`config.mk`:
```
export PLATFORM = sky130hd
export DESIGN_NAME = eeg_headset_packet_parser_core
export DESIGN_NICKNAME = d
export VERILOG_FILES = /design/src/rtl/eeg_pp_pkg.sv /design/src/rtl/eeg_pp_ctrl.sv /design/src/rtl/eeg_pp_dpath.sv /design/src/rtl/eeg_headset_packet_parser_core.sv
export SDC_FILE = /design/constraint.sdc
export NUM_CORES = 1
export LEC_CHECK = 0
export BUFFER_PORTS_ARGS = -buffer_cell sky130_fd_sc_hd__clkbuf_2
export CORE_UTILIZATION = 35
export DETAILED_ROUTE_END_ITERATION = 10
export HOLD_SLACK_MARGIN = 0.02
export SYNTH_ARGS = -nofsm -noshare
export SYNTH_HDL_FRONTEND = slang
export SYNTH_SLANG_ARGS = --single-unit
```
`constraint.sdc`:
```
create_clock -name aclk -period 9.2 [get_ports aclk]
set_clock_uncertainty 0.15 [all_clocks]
set_input_delay 0.46 -clock aclk [delete_from_list [all_inputs] [get_ports aclk]]
set_output_delay 0.46 -clock aclk [all_outputs]
set_load 0.02 [all_outputs]
```
`src/rtl/eeg_pp_pkg.sv`:
```
// Shared types, codes and helpers for the EEG headset packet parser.
package eeg_pp_pkg;

    localparam int BYTE_W    = 8;
    localparam int NUM_SLOTS = 13;
    localparam int SLOT_W    = 4;
    localparam int STAGE_W   = 24;
    localparam int VALUE_W   = 25;
    localparam int EEG_BANDS = 8;
    localparam int TDATA_W   = 32;

    localparam logic [BYTE_W-1:0] SYNC_BYTE   = 8'hAA;
    localparam logic [BYTE_W-1:0] CODE_POOR   = 8'h02;
    localparam logic [BYTE_W-1:0] CODE_ATTN   = 8'h04;
    localparam logic [BYTE_W-1:0] CODE_MED    = 8'h05;
    localparam logic [BYTE_W-1:0] CODE_BLINK  = 8'h16;
    localparam logic [BYTE_W-1:0] CODE_RAW    = 8'h80;
    localparam logic [BYTE_W-1:0] CODE_EEG    = 8'h83;

    localparam logic [SLOT_W-1:0] SLOT_POOR  = 4'd0;
    localparam logic [SLOT_W-1:0] SLOT_ATTN  = 4'd1;
    localparam logic [SLOT_W-1:0] SLOT_MED   = 4'd2;
    localparam logic [SLOT_W-1:0] SLOT_BLINK = 4'd3;
    localparam logic [SLOT_W-1:0] SLOT_RAW   = 4'd4;
    localparam logic [SLOT_W-1:0] SLOT_EEG   = 4'd5;

    localparam logic STATUS_VALUE = 1'b0;
    localparam logic STATUS_ERROR = 1'b1;

    typedef enum logic [2:0] {
        PH_SYNC1,
        PH_SYNC2,
        PH_LEN,
        PH_PAYLOAD,
        PH_CHECK,
        PH_EMIT
    } phase_t;

    typedef enum logic [3:0] {
        FK_CODE,
        FK_POOR,
        FK_ATTN,
        FK_MED,
        FK_BLINK,
        FK_RAWLEN,
        FK_RAW,
        FK_EEGLEN,
        FK_EEG
    } field_kind_t;

    // Controller to datapath commands
    typedef struct packed {
        logic start_pkt;
        logic payload_byte;
        logic load_error;
        logic emit_slot;
    } cmd_t;

    // Datapath to controller status
    typedef struct packed {
        logic is_sync;
        logic byte_zero;
        logic last_payload;
        logic sum_ok;
        logic pend_any;
        logic pend_last;
        logic out_free;
    } sts_t;

    // Index of the lowest set bit; zero when none is set.
    function automatic logic [SLOT_W-1:0] lowest_set(input logic [NUM_SLOTS-1:0] v);
        logic [SLOT_W-1:0] idx;
        idx = '0;
        for (int i = NUM_SLOTS - 1; i >= 0; i--) begin
            if (v[i]) begin
                idx = SLOT_W'(i);
            end
        end
        return idx;
    endfunction

endpackage

```
`src/rtl/eeg_pp_ctrl.sv`:
```
// Frame controller: sync hunt, length, payload, checksum and result drain.
module eeg_pp_ctrl (
    input  logic              aclk,
    input  logic              aresetn,
    input  logic              s_tvalid,
    output logic              s_tready,
    input  eeg_pp_pkg::sts_t  sts,
    output eeg_pp_pkg::cmd_t  cmd
);

    eeg_pp_pkg::phase_t state_reg, state_next;
    logic accept;

    always_ff @(posedge aclk) begin
        if (!aresetn) begin
            state_reg <= eeg_pp_pkg::PH_SYNC1;
        end else begin
            state_reg <= state_next;
        end
    end

    assign accept = s_tvalid && s_tready;

    always_comb begin
        state_next = state_reg;
        s_tready   = 1'b1;
        cmd        = '0;
        case (state_reg)
            eeg_pp_pkg::PH_SYNC1: begin
                if (accept && sts.is_sync) begin
                    state_next = eeg_pp_pkg::PH_SYNC2;
                end
            end
            eeg_pp_pkg::PH_SYNC2: begin
                if (accept) begin
                    state_next = sts.is_sync ? eeg_pp_pkg::PH_LEN : eeg_pp_pkg::PH_SYNC1;
                end
            end
            eeg_pp_pkg::PH_LEN: begin
                if (accept) begin
                    cmd.start_pkt = 1'b1;
                    state_next = sts.byte_zero ? eeg_pp_pkg::PH_CHECK
                                               : eeg_pp_pkg::PH_PAYLOAD;
                end
            end
            eeg_pp_pkg::PH_PAYLOAD: begin
                if (accept) begin
                    cmd.payload_byte = 1'b1;
                    if (sts.last_payload) begin
                        state_next = eeg_pp_pkg::PH_CHECK;
                    end
                end
            end
            eeg_pp_pkg::PH_CHECK: begin
                // hold the checksum byte until the error result can be loaded
                s_tready = sts.out_free;
                if (accept) begin
                    if (sts.sum_ok) begin
                        state_next = eeg_pp_pkg::PH_EMIT;
                    end else begin
                        cmd.load_error = 1'b1;
                        state_next = eeg_pp_pkg::PH_SYNC1;
                    end
                end
            end
            eeg_pp_pkg::PH_EMIT: begin
                s_tready = 1'b0;
                if (!sts.pend_any) begin
                    state_next = eeg_pp_pkg::PH_SYNC1;
                end else if (sts.out_free) begin
                    cmd.emit_slot = 1'b1;
                    if (sts.pend_last) begin
                        state_next = eeg_pp_pkg::PH_SYNC1;
                    end
                end
            end
            default: begin
                state_next = eeg_pp_pkg::PH_SYNC1;
            end
        endcase
    end

endmodule

```
`src/rtl/eeg_pp_dpath.sv`:
```
// Datapath: byte counter, checksum, field decoder, staged values, output register.
module eeg_pp_dpath (
    input  logic                                aclk,
    input  logic                                aresetn,
    input  logic [eeg_pp_pkg::BYTE_W-1:0]       rx_byte,
    input  eeg_pp_pkg::cmd_t                    cmd,
    output eeg_pp_pkg::sts_t                    sts,
    output logic                                m_tvalid,
    input  logic                                m_tready,
    output logic [eeg_pp_pkg::TDATA_W-1:0]      m_tdata,
    output logic                                m_tuser,
    output logic                                m_tlast
);

    localparam int NS = eeg_pp_pkg::NUM_SLOTS;
    localparam int SW = eeg_pp_pkg::SLOT_W;

    logic [7:0]                        bytes_left_reg, bytes_left_next;
    logic [7:0]                        sum_reg, sum_next;
    eeg_pp_pkg::field_kind_t           fk_reg, fk_next;
    logic [1:0]                        sub_reg, sub_next;
    logic [2:0]                        band_reg, band_next;
    logic [eeg_pp_pkg::STAGE_W-1:0]    acc_reg, acc_next;
    logic [NS-1:0]                     valid_reg, valid_next;
    logic [eeg_pp_pkg::STAGE_W-1:0]    store [NS];

    logic                              stage_we;
    logic [SW-1:0]                     stage_slot;
    logic [eeg_pp_pkg::STAGE_W-1:0]    stage_val;

    logic [SW-1:0]                     emit_idx;
    logic [NS-1:0]                     emit_bit;
    logic [eeg_pp_pkg::STAGE_W-1:0]    emit_raw;
    logic [eeg_pp_pkg::VALUE_W-1:0]    emit_val;

    logic                              out_valid_reg;
    logic [SW-1:0]                     out_code_reg;
    logic [eeg_pp_pkg::VALUE_W-1:0]    out_value_reg;
    logic                              out_status_reg;
    logic                              out_last_reg;

    assign emit_idx = eeg_pp_pkg::lowest_set(valid_reg);
    assign emit_bit = NS'(1) << emit_idx;
    assign emit_raw = store[emit_idx];
    assign emit_val = (emit_idx == eeg_pp_pkg::SLOT_RAW)
                    ? {{(eeg_pp_pkg::VALUE_W-16){emit_raw[15]}}, emit_raw[15:0]}
                    : {1'b0, emit_raw};

    assign sts.is_sync      = (rx_byte == eeg_pp_pkg::SYNC_BYTE);
    assign sts.byte_zero    = (rx_byte == '0);
    assign sts.last_payload = (bytes_left_reg == 8'd1);
    assign sts.sum_ok       = (rx_byte == ~sum_reg);
    assign sts.pend_any     = |valid_reg;
    assign sts.pend_last    = ((valid_reg & ~emit_bit) == '0);
    assign sts.out_free     = !out_valid_reg || m_tready;

    // Payload decode
    always_comb begin
        bytes_left_next = bytes_left_reg;
        sum_next        = sum_reg;
        fk_next         = fk_reg;
        sub_next        = sub_reg;
        band_next       = band_reg;
        acc_next        = acc_reg;
        valid_next      = valid_reg;
        stage_we        = 1'b0;
        stage_slot      = eeg_pp_pkg::SLOT_POOR;
        stage_val       = {16'd0, rx_byte};

        if (cmd.start_pkt) begin
            bytes_left_next = rx_byte;
            sum_next        = '0;
            fk_next         = eeg_pp_pkg::FK_CODE;
            sub_next        = '0;
            band_next       = '0;
            acc_next        = '0;
            valid_next      = '0;
        end else if (cmd.payload_byte) begin
            bytes_left_next = bytes_left_reg - 8'd1;
            sum_next        = sum_reg + rx_byte;
            case (fk_reg)
                eeg_pp_pkg::FK_CODE: begin
                    case (rx_byte)
                        eeg_pp_pkg::CODE_POOR:  fk_next = eeg_pp_pkg::FK_POOR;
                        eeg_pp_pkg::CODE_ATTN:  fk_next = eeg_pp_pkg::FK_ATTN;
                        eeg_pp_pkg::CODE_MED:   fk_next = eeg_pp_pkg::FK_MED;
                        eeg_pp_pkg::CODE_BLINK: fk_next = eeg_pp_pkg::FK_BLINK;
                        eeg_pp_pkg::CODE_RAW:   fk_next = eeg_pp_pkg::FK_RAWLEN;
                        eeg_pp_pkg::CODE_EEG:   fk_next = eeg_pp_pkg::FK_EEGLEN;
                        default:                fk_next = eeg_pp_pkg::FK_CODE;
                    endcase
                end
                eeg_pp_pkg::FK_POOR: begin
                    stage_we   = 1'b1;
                    stage_slot = eeg_pp_pkg::SLOT_POOR;
                    fk_next    = eeg_pp_pkg::FK_CODE;
                end
                eeg_pp_pkg::FK_ATTN: begin
                    stage_we   = 1'b1;
                    stage_slot = eeg_pp_pkg::SLOT_ATTN;
                    fk_next    = eeg_pp_pkg::FK_CODE;
                end
                eeg_pp_pkg::FK_MED: begin
                    stage_we   = 1'b1;
                    stage_slot = eeg_pp_pkg::SLOT_MED;
                    fk_next    = eeg_pp_pkg::FK_CODE;
                end
                eeg_pp_pkg::FK_BLINK: begin
                    stage_we   = 1'b1;
                    stage_slot = eeg_pp_pkg::SLOT_BLINK;
                    fk_next    = eeg_pp_pkg::FK_CODE;
                end
                eeg_pp_pkg::FK_RAWLEN: begin
                    // skip the row length byte
                    fk_next  = eeg_pp_pkg::FK_RAW;
                    sub_next = '0;
                    acc_next = '0;
                end
                eeg_pp_pkg::FK_RAW: begin
                    acc_next = {8'd0, acc_reg[7:0], rx_byte};
                    if (sub_reg != 2'd0) begin
                        stage_we   = 1'b1;
                        stage_slot = eeg_pp_pkg::SLOT_RAW;
                        stage_val  = {8'd0, acc_reg[7:0], rx_byte};
                        fk_next    = eeg_pp_pkg::FK_CODE;
                        sub_next   = '0;
                    end else begin
                        sub_next = 2'd1;
                    end
                end
                eeg_pp_pkg::FK_EEGLEN: begin
                    fk_next   = eeg_pp_pkg::FK_EEG;
                    sub_next  = '0;
                    band_next = '0;
                    acc_next  = '0;
                end
                eeg_pp_pkg::FK_EEG: begin
                    acc_next = {acc_reg[15:0], rx_byte};
                    if (sub_reg == 2'd2) begin
                        // third byte closes a band
                        stage_we   = 1'b1;
                        stage_slot = eeg_pp_pkg::SLOT_EEG + SW'(band_reg);
                        stage_val  = {acc_reg[15:0], rx_byte};
                        acc_next   = '0;
                        sub_next   = '0;
                        band_next  = band_reg + 3'd1;
                        if (band_reg == 3'(eeg_pp_pkg::EEG_BANDS - 1)) begin
                            fk_next = eeg_pp_pkg::FK_CODE;
                        end
                    end else begin
                        sub_next = sub_reg + 2'd1;
                    end
                end
                default: begin
                    fk_next = eeg_pp_pkg::FK_CODE;
                end
            endcase
            if (stage_we) begin
                valid_next = valid_reg | (NS'(1) << stage_slot);
            end
        end else if (cmd.emit_slot) begin
            valid_next = valid_reg & ~emit_bit;
        end
    end

    always_ff @(posedge aclk) begin
        if (!aresetn) begin
            bytes_left_reg <= '0;
            sum_reg        <= '0;
            fk_reg         <= eeg_pp_pkg::FK_CODE;
            sub_reg        <= '0;
            band_reg       <= '0;
            acc_reg        <= '0;
            valid_reg      <= '0;
        end else begin
            bytes_left_reg <= bytes_left_next;
            sum_reg        <= sum_next;
            fk_reg         <= fk_next;
            sub_reg        <= sub_next;
            band_reg       <= band_next;
            acc_reg        <= acc_next;
            valid_reg      <= valid_next;
        end
    end

    always_ff @(posedge aclk) begin
        if (stage_we) begin
            store[stage_slot] <= stage_val;
        end
    end

    // Output register
    always_ff @(posedge aclk) begin
        if (!aresetn) begin
            out_valid_reg <= 1'b0;
        end else if (cmd.load_error || cmd.emit_slot) begin
            out_valid_reg <= 1'b1;
        end else if (m_tready) begin
            out_valid_reg <= 1'b0;
        end
    end

    always_ff @(posedge aclk) begin
        if (cmd.load_error) begin
            out_status_reg <= eeg_pp_pkg::STATUS_ERROR;
            out_code_reg   <= '0;
            out_value_reg  <= '0;
            out_last_reg   <= 1'b1;
        end else if (cmd.emit_slot) begin
            out_status_reg <= eeg_pp_pkg::STATUS_VALUE;
            out_code_reg   <= emit_idx;
            out_value_reg  <= emit_val;
            out_last_reg   <= sts.pend_last;
        end
    end

    assign m_tvalid = out_valid_reg;
    assign m_tdata  = {{(eeg_pp_pkg::TDATA_W - SW - eeg_pp_pkg::VALUE_W){1'b0}},
                       out_value_reg, out_code_reg};
    assign m_tuser  = out_status_reg;
    assign m_tlast  = out_last_reg;

endmodule

```
`src/rtl/eeg_headset_packet_parser_core.sv`:
```
// Top level of the EEG headset packet parser.
// The parser takes one serial byte per transfer on the s_ channel and walks the
// packet framing: two 0xAA sync bytes, a length byte, that many payload bytes and
// a checksum byte. Each byte is absorbed in the cycle it is accepted, so the input
// side runs at one byte per cycle for sync, length and payload bytes. Payload rows
// (poor signal, attention, meditation, blink, raw and the eight EEG bands) are
// decoded on the fly into thirteen staged slots; a later row overwrites an earlier
// one, and rows cut short by the end of the payload are dropped, except EEG bands
// already complete. When the checksum byte matches the ones complement of the
// payload sum, every staged slot is sent on the m_ channel in ascending code
// order, one transfer per cycle while m_tready allows, with m_tlast on the final
// one; a packet with nothing staged sends nothing. On a mismatch a single transfer
// with m_tuser set, zero data and m_tlast set is sent. The checksum byte is held
// while an earlier result still waits on m_tready. After a good checksum the drain
// holds s_tready low, also when nothing is staged, until each staged slot is loaded
// into the output register, stretched by any backpressure on m_tready; the output
// register lets the next packet's first sync bytes in while the last result waits.
module eeg_headset_packet_parser_core (
    input  logic                               aclk,
    input  logic                               aresetn,
    input  logic                               s_tvalid,
    output logic                               s_tready,
    input  logic [eeg_pp_pkg::BYTE_W-1:0]      s_tdata,   // [7:0] rx_byte
    output logic                               m_tvalid,
    input  logic                               m_tready,
    output logic [eeg_pp_pkg::TDATA_W-1:0]     m_tdata,   // [3:0] field_code, [28:4] field_value
    output logic                               m_tuser,   // [0] status
    output logic                               m_tlast    // last_of_packet
);

    eeg_pp_pkg::cmd_t cmd;
    eeg_pp_pkg::sts_t sts;

    // Framing and drain sequencing
    eeg_pp_ctrl u_ctrl (
        .aclk     (aclk),
        .aresetn  (aresetn),
        .s_tvalid (s_tvalid),
        .s_tready (s_tready),
        .sts      (sts),
        .cmd      (cmd)
    );

    // Checksum, row decode, staged slots and the result register
    eeg_pp_dpath u_dpath (
        .aclk     (aclk),
        .aresetn  (aresetn),
        .rx_byte  (s_tdata),
        .cmd      (cmd),
        .sts      (sts),
        .m_tvalid (m_tvalid),
        .m_tready (m_tready),
        .m_tdata  (m_tdata),
        .m_tuser  (m_tuser),
        .m_tlast  (m_tlast)
    );

endmodule

```
# [Word-level counts from Yosys, hierarchy flattened]
# Memories as Yosys holds them, arrays and structs flattened.
# Cells that the tools add are included.
[word_totals] in_bits=12 output_inout_bits=36 mem_count=1 word_cells=164 register_bits=89 romBits=0 latchBits=0 mem_bits_rw=312
[mem_list] name="u_dpath.store" depth=13 width=24 rd=1 rd_clocked_by_memory_dff=0 write_ports=1 line_no="eeg_pp_dpath.sv:25" rtl="logic [eeg_pp_pkg::STAGE_W-1:0] store [NS];"
[op_classes] n_mul=0 n_reduce_logical=24 n_bitwise=5 n_mux=77 n_div=0 shifts=2 add_sub_neg=5 magnitude_cmp=0 eq_ne=37
[ops] op="4-bit 2-to-1 mux" count=21
[ops] op="24-bit 2-to-1 mux" count=3
[ops] op="16-bit one-hot mux with 3 select lines" count=1
[ops] op="24-bit one-hot mux with 2 select lines" count=1
[ops] op="4-bit one-hot mux with 5 select lines" count=2
[ops] op="13-bit 2-to-1 mux" count=3
[ops] op="3-bit 2-to-1 mux" count=13
[ops] op="3-bit one-hot mux with 6 select lines" count=2
[ops] op="16-bit 2-to-1 mux" count=2
[ops] op="1-bit by 4-bit << shifter with 13-bit output, first input constant" count=2
[ops] op="25-bit 2-to-1 mux" count=1
[ops] op="8-bit equality test, second input constant" count=3
[ops] op="4-bit by 3-bit equality test with 1-bit output, second input constant" count=5
[ops] op="1-bit 2-to-1 mux" count=20
[ops] op="2-bit by 1-bit inequality test with 1-bit output, second input constant" count=9
[ops] op="8-bit by 3-bit equality test with 1-bit output, second input constant" count=2
[ops] op="8-bit 2-to-1 mux" count=2
[ops] op="13-bit bitwise AND" count=1
[ops] op="13-bit logical NOT" count=1
[ops] op="13-bit inverter" count=1
[ops] op="13-bit bitwise OR" count=1
[ops] op="13-bit OR reduction" count=1
[ops] op="2-bit nonzero test" count=5
[ops] op="3-bit equality test, second input constant" count=3
[ops] op="37 further kinds" count=45

# [Longest topological paths before layout]
[logic_depth] word_depth=21 depth_mapped=12 ltp_nobuf=11

# [Modules after synthesis]
# From an unflattened synthesis, not the netlist that was laid out.
[unflattened] cells_unflattened=1369 hier_area_um2=16674.7
[modules_own_cells] module="eeg_pp_dpath" instances=1 cells_each=1330 area_per_inst_um2=16378.2 seq_area_each_um2=11090.6
[modules_own_cells] module="eeg_pp_ctrl" instances=1 cells_each=39 area_per_inst_um2=296.5 seq_area_each_um2=60.1

# [Worst setup path after synthesis]
# No wires, ideal clock.
[synth_path] path_kind="register to register" start="reg u_ctrl.state_reg[1]" end="mem u_dpath.store[11][0] (netlist bit), enable pin" required_ns=8.581 period_less_slack_ns=4.630 arrival_time_ns=4.011 path_stages_with_launch=8 n_path_buf=1 setup_slack_ns=4.570 setup_ns=0.469 path_cell_list="dfxtp_1 inv_1 nor2_1 and2_1 clkbuf_1 nand2_1 or3_1 nor4_1"
[synth_via] elab_chain_len=9 elab_cells_between_ends=15 cone_classes="eq/ne (4); mux (10); reduce/logical (1)"
[synth_rtl] element="start, declared" line_no="eeg_pp_ctrl.sv:11" rtl="eeg_pp_pkg::phase_t state_reg, state_next;"
[synth_rtl] element="start signal, assigned" line_no="eeg_pp_ctrl.sv:16" rtl="state_reg <= eeg_pp_pkg::PH_SYNC1;"
[synth_rtl] element="start signal, assigned" line_no="eeg_pp_ctrl.sv:18" rtl="state_reg <= state_next;"
[synth_rtl] element="3-bit equality test" line_no="eeg_pp_ctrl.sv:28" rtl="case (state_reg)"
[synth_rtl] element="1-bit one-hot mux with 2 select lines" line_no="eeg_pp_ctrl.sv:28"
[synth_rtl] element="1-bit logical AND" line_no="eeg_pp_ctrl.sv:22" rtl="assign accept = s_tvalid && s_tready;"
[synth_rtl] element="1-bit 2-to-1 mux" line_no="eeg_pp_ctrl.sv:40, eeg_pp_ctrl.sv:47"
[synth_rtl] element="1-bit 2-to-1 mux" line_no="eeg_pp_ctrl.sv:28"
[synth_rtl] element="1-bit 2-to-1 mux" line_no="eeg_pp_dpath.sv:78" rtl="end else if (cmd.payload_byte) begin"
[synth_rtl] element="1-bit 2-to-1 mux" line_no="eeg_pp_dpath.sv:70" rtl="if (cmd.start_pkt) begin"
[synth_rtl] element="1-bit 2-to-1 mux" line_no="eeg_pp_dpath.sv:187" rtl="if (stage_we) begin"
[synth_rtl] element="1-bit 2-to-1 mux (not written as such)" line_no="eeg_pp_dpath.sv:188" rtl="store[stage_slot] <= stage_val;"
[synth_rtl] element="end, declared" line_no="eeg_pp_dpath.sv:25"
# Several ways; a longest one is shown, not always the timed one.

# [Worst setup path in the final report]
[layout_path] start="reg u_dpath.valid_reg[4]" end="reg u_dpath.out_value_reg[20] (netlist bit)"
[layout_via] elab_chain_len=7 elab_cells_between_ends=11 cone_classes="eq/ne (1); mux (8); reduce/logical (1); memory (1)"
[layout_rtl] element="start, declared" line_no="eeg_pp_dpath.sv:24" rtl="logic [NS-1:0] valid_reg, valid_next;"
[layout_rtl] element="start signal, assigned" line_no="eeg_pp_dpath.sv:182" rtl="valid_reg <= valid_next;"
[layout_rtl] element="4-bit 2-to-1 mux (5 in a row)" line_no="eeg_pp_pkg.sv:75" rtl="if (v[i]) begin"
[layout_rtl] element="memory 13 x 24 bit / 4-bit by 3-bit equality test with 1-bit output (equally long branches)"
[layout_rtl] element="25-bit 2-to-1 mux" line_no="eeg_pp_dpath.sv:46" rtl="? {{(eeg_pp_pkg::VALUE_W-16){emit_raw[15]}}, emit_raw[15:0]}"
[layout_rtl] element="end signal, assigned" line_no="eeg_pp_dpath.sv:212" rtl="out_value_reg <= emit_val;"
[layout_rtl] element="end, declared" line_no="eeg_pp_dpath.sv:38" rtl="logic [eeg_pp_pkg::VALUE_W-1:0] out_value_reg;"
# Several ways; a longest one is shown, not always the timed one.
# A chain may end at the register's enable or synchronous reset.

==> results.md <==
* Clk root buf: clkbuf_16
* Post-Syn Area per Cell at 12.5 um2
* Setup Fix Bufs, Post-CTS at 0
* Clock buffer depth at 3
* Fmax at 265 MHz
* Initial DRC Count at 1,259
* PostCTS Resize Cnt at 0
* GPL Wtd Cong at 0.916
* Pleak at 6.45 nW
* Post-synth ARST share at 0%
* Power density over cell area at 200 nW/um2
* Pins over their slew limit at 0
* Clock buffer count from CTS at 43
* Post-synth EDFFs at 310
* Initial DRT Pass Iterations at 5
* Synth cell types at 85
* HPWL Detailed at 28,500 um
* Clock latency on the worst-skew pair at 0.56 ns
* Die Wd at 219 um
* CTS Hold Bufs at 0
* Worst hold stages at 2
* Hold Vio Cnt, Final at 0
* Cells after synthesis at 1,325
* Critical path arrival at 4.13 ns
* Seq cells post-synth at 399
* # H-tree levels at 2
* Final worst setup slack at 5.42 ns
* Max cap viols at 0
* Post-Syn Area at 16,500 um2
* CTS Sinks at 399
* First-pass GRT wire length at 70,700 um
* Synth Flop Type: edfxtp_1
* Peak VDD IR at 125 uV
* Cells after DPL at 1,926
* RR Endpoint: u_dpath.out_value_reg[20]$_SDFFE_PP0P_
* RSZ-0062 raised after global routing: no
* Relative slew slack at 14.4%
* Critical Path RT at 9.55 ns
* Status: completed
* Core box area at 46,600 um2
* Fin Setup TNS at 0 ns
* Dpl ws at 5.43 ns
* Hold path start: aresetn
* Ant diodes at 0
* Die H at 219 um
* CP Capture Type: flop
* CP max FO at 36
* Crit path kind: flop to flop
* Gr ovfl total at 0
* Vias per cell at 5.72
* Total Wirelength at 47,800 um
* PortBufs at 44
* Critical Path Source Type: flop
* CTS tree: yes
* FF-to-FF Start: u_dpath.valid_reg[4]$_SDFFE_PP0P_
* Residual DRC count at 0
* Reg clk slew, reported paths at 0.06 ns
* Reg2reg setup slack at 5.42 ns
* Crit path time final at 3.78 ns
* Layout cell share with drive strength beyond 1 at 13.0%
* Synth warn at 0
* Row count at 79
* Vias in the first global route at 10,900
* Hold endpoint: u_dpath.bytes_left_reg[0]$_SDFFE_PN0P_
* Ports at 48
* Via count at 11,500
* Final period util at 41.1%
* Initial Util at 35.5%
* Area growth from synthesis to layout at 14.3%
* Worst min path class: input pin to flop
* Initial antenna violation count at 0
* Worst reg-to-reg path cell count at 8
* Max reg flops at 310
* Post-synthesis sequential area ratio at 67.1%
* Die area at 48,100 um2
* Post-route ant nets at 0
* GRT Total Usage at 19.9%
* Worst-Margin Slew at 1.28 ns
* Largest net degree at the start of global routing at 61
* Setup violators final at 0
* Routed WL per cell at 23.8 um
* Post-route insts no fill at 2,006
* Final nets at 1,388
## worst max-delay path, stage by stage, from the launching register on
cell      delay [ns]
dfxtp_1         0.56
nor2_1          0.16
o31a_1          0.35
and2_1          0.46
nor2_4          0.95
a211oi_2        0.18
o32ai_2         0.31
and2_1          0.42
a221o_1         0.16
## routing by layer
layer  GRT usage [%]  part of all wire, %  vias up
met3            3.23                  8.0       68
met4            5.65                  2.3        0
li1                -                    -     5161
met1            28.6                   44     5725
met2            30.9                   45      526
met5               0                    0        -
## synthesized netlist by cell type (3+ instances only)
cell type | number | share of area (%)
a211o_1 | 5 | 0.27
a211oi_1 | 10 | 0.45
a21boi_0 | 6 | 0.27
a21o_1 | 9 | 0.41
a21oi_1 | 95 | 2.9
a221o_1 | 28 | 1.7
a221oi_1 | 27 | 1.4
a22oi_1 | 29 | 1.3
a31oi_1 | 22 | 0.83
a41oi_1 | 4 | 0.21
and2_1 | 17 | 0.64
and3_1 | 22 | 0.83
buf_1 | 5 | 0.11
buf_2 | 19 | 0.58
buf_4 | 5 | 0.23
clkbuf_1 | 52 | 1.2
dfxtp_1 | 89 | 11
edfxtp_1 | 310 | 56
ha_1 | 11 | 0.83
inv_1 | 19 | 0.43
mux2i_1 | 22 | 1.3
nand2_1 | 173 | 3.9
nand2b_1 | 8 | 0.30
nand3_1 | 31 | 0.94
nand3b_1 | 4 | 0.18
nand4_1 | 8 | 0.30
nor2_1 | 93 | 2.1
nor2b_1 | 8 | 0.30
nor3_1 | 26 | 0.79
nor4_1 | 6 | 0.23
o211a_1 | 7 | 0.42
o211ai_1 | 6 | 0.27
o21a_1 | 7 | 0.32
o21ai_0 | 40 | 1.2
o221ai_1 | 14 | 0.74
o22ai_1 | 8 | 0.30
o31ai_1 | 5 | 0.23
or2_2 | 3 | 0.11
or3_1 | 7 | 0.27
or4_1 | 5 | 0.23
xnor2_1 | 7 | 0.37
## stage by stage
step	hold WS, ns	total power [mW]	area (um2)	util, %
floorplan	0.286	2.04	16500	-
global placement	0.286	2.08	17400	37.5
detailed placement	0.287	2.08	17400	37.5
CTS	0.163	3.81	18900	40.5
global route	0.199	3.88	18900	40.5
finish	0.178	3.78	18900	40.5
## cell usage in the layout, fill, tap and decap left out, types with 6 or more instances in the layout
cell | synthesis | layout
ha_1 | 11 | 11
clkbuf_1 | 52 | 10
a31oi_1 | 22 | 22
clkbuf_16 | 0 | 44
xnor2_1 | 7 | 7
buf_4 | 5 | 31
a22oi_1 | 29 | 29
nand3_1 | 31 | 31
or3_1 | 7 | 7
a221oi_1 | 27 | 27
nor2_2 | 1 | 11
mux2i_1 | 22 | 22
edfxtp_1 | 310 | 310
nand4_1 | 8 | 8
o21ai_0 | 40 | 40
nor3_1 | 26 | 24
nand2b_1 | 8 | 8
o22ai_1 | 8 | 8
o21a_1 | 7 | 7
a21oi_1 | 95 | 95
and3_1 | 22 | 22
inv_1 | 19 | 19
a21boi_0 | 6 | 6
a21o_1 | 9 | 8
o221ai_1 | 14 | 14
clkbuf_2 | 0 | 44
nor2_1 | 93 | 83
and2_1 | 17 | 17
dfxtp_1 | 89 | 89
clkinv_2 | 0 | 9
a221o_1 | 28 | 28
o211a_1 | 7 | 7
nor2b_1 | 8 | 8
nand2_1 | 173 | 172
a211oi_1 | 10 | 10
o211ai_1 | 6 | 6
## power breakdown
group	leakage (nW)	total [mW]	internal (mW)	switching (mW)
registers	3.21	1.95	1.93	0.0190
clock network	0.701	1.74	1.04	0.707
logic	2.54	0.0895	0.0265	0.0630
total	6.45	3.78	2.99	0.789
## how the worst max path moves through the flow
stage / startpoint / endpoint / slack, ns / depth (start not counted)
after global placement: u_ctrl.state_reg[0]$_SDFFE_PN0P_ / u_dpath.store[4][4]$_DFFE_PP_ / 5.52 / 5
after global routing: u_dpath.valid_reg[4]$_SDFFE_PP0P_ / u_dpath.out_value_reg[20]$_SDFFE_PP0P_ / 5.15 / 8
after CTS: u_dpath.valid_reg[4]$_SDFFE_PP0P_ / u_dpath.out_value_reg[20]$_SDFFE_PP0P_ / 5.43 / 8
after detailed placement: u_dpath.valid_reg[4]$_SDFFE_PP0P_ / u_dpath.out_value_reg[20]$_SDFFE_PP0P_ / 5.43 / 8
after floorplan: u_ctrl.state_reg[1]$_SDFFE_PN0P_ / u_dpath.store[11][0]$_DFFE_PP_ / 4.57 / 7
final: u_dpath.valid_reg[4]$_SDFFE_PP0P_ / u_dpath.out_value_reg[20]$_SDFFE_PP0P_ / 5.42 / 8
## final cells by class
| cell class | count | area, um2 |
|---|---|---|
| clock buffers | 59 | 1210 |
| inverters | 20 | 75.1 |
| multi-input cells | 825 | 5060 |
| fillers | 4324 | 27700 |
| well taps | 607 | 759 |
| clock inverters | 21 | 229 |
| flip-flops and latches | 399 | 11100 |
| repair buffers | 75 | 453 |
## logic make-up (layout without fill, tap and decap cells)
group	after synthesis	after routing	synth area share [%]
other	1	3	0.0227
adder cells (fa/ha/maj)	13	13	1.02
buffers and inverters	103	175	2.69
multiplexers	24	24	1.47
AO/OA/AOI/OAI	354	354	15.3
flip-flops	399	399	67.1
AND/OR/NAND/NOR	423	423	11.9
XOR/XNOR	8	8	0.424
Power figures use the tool's default switching activity.
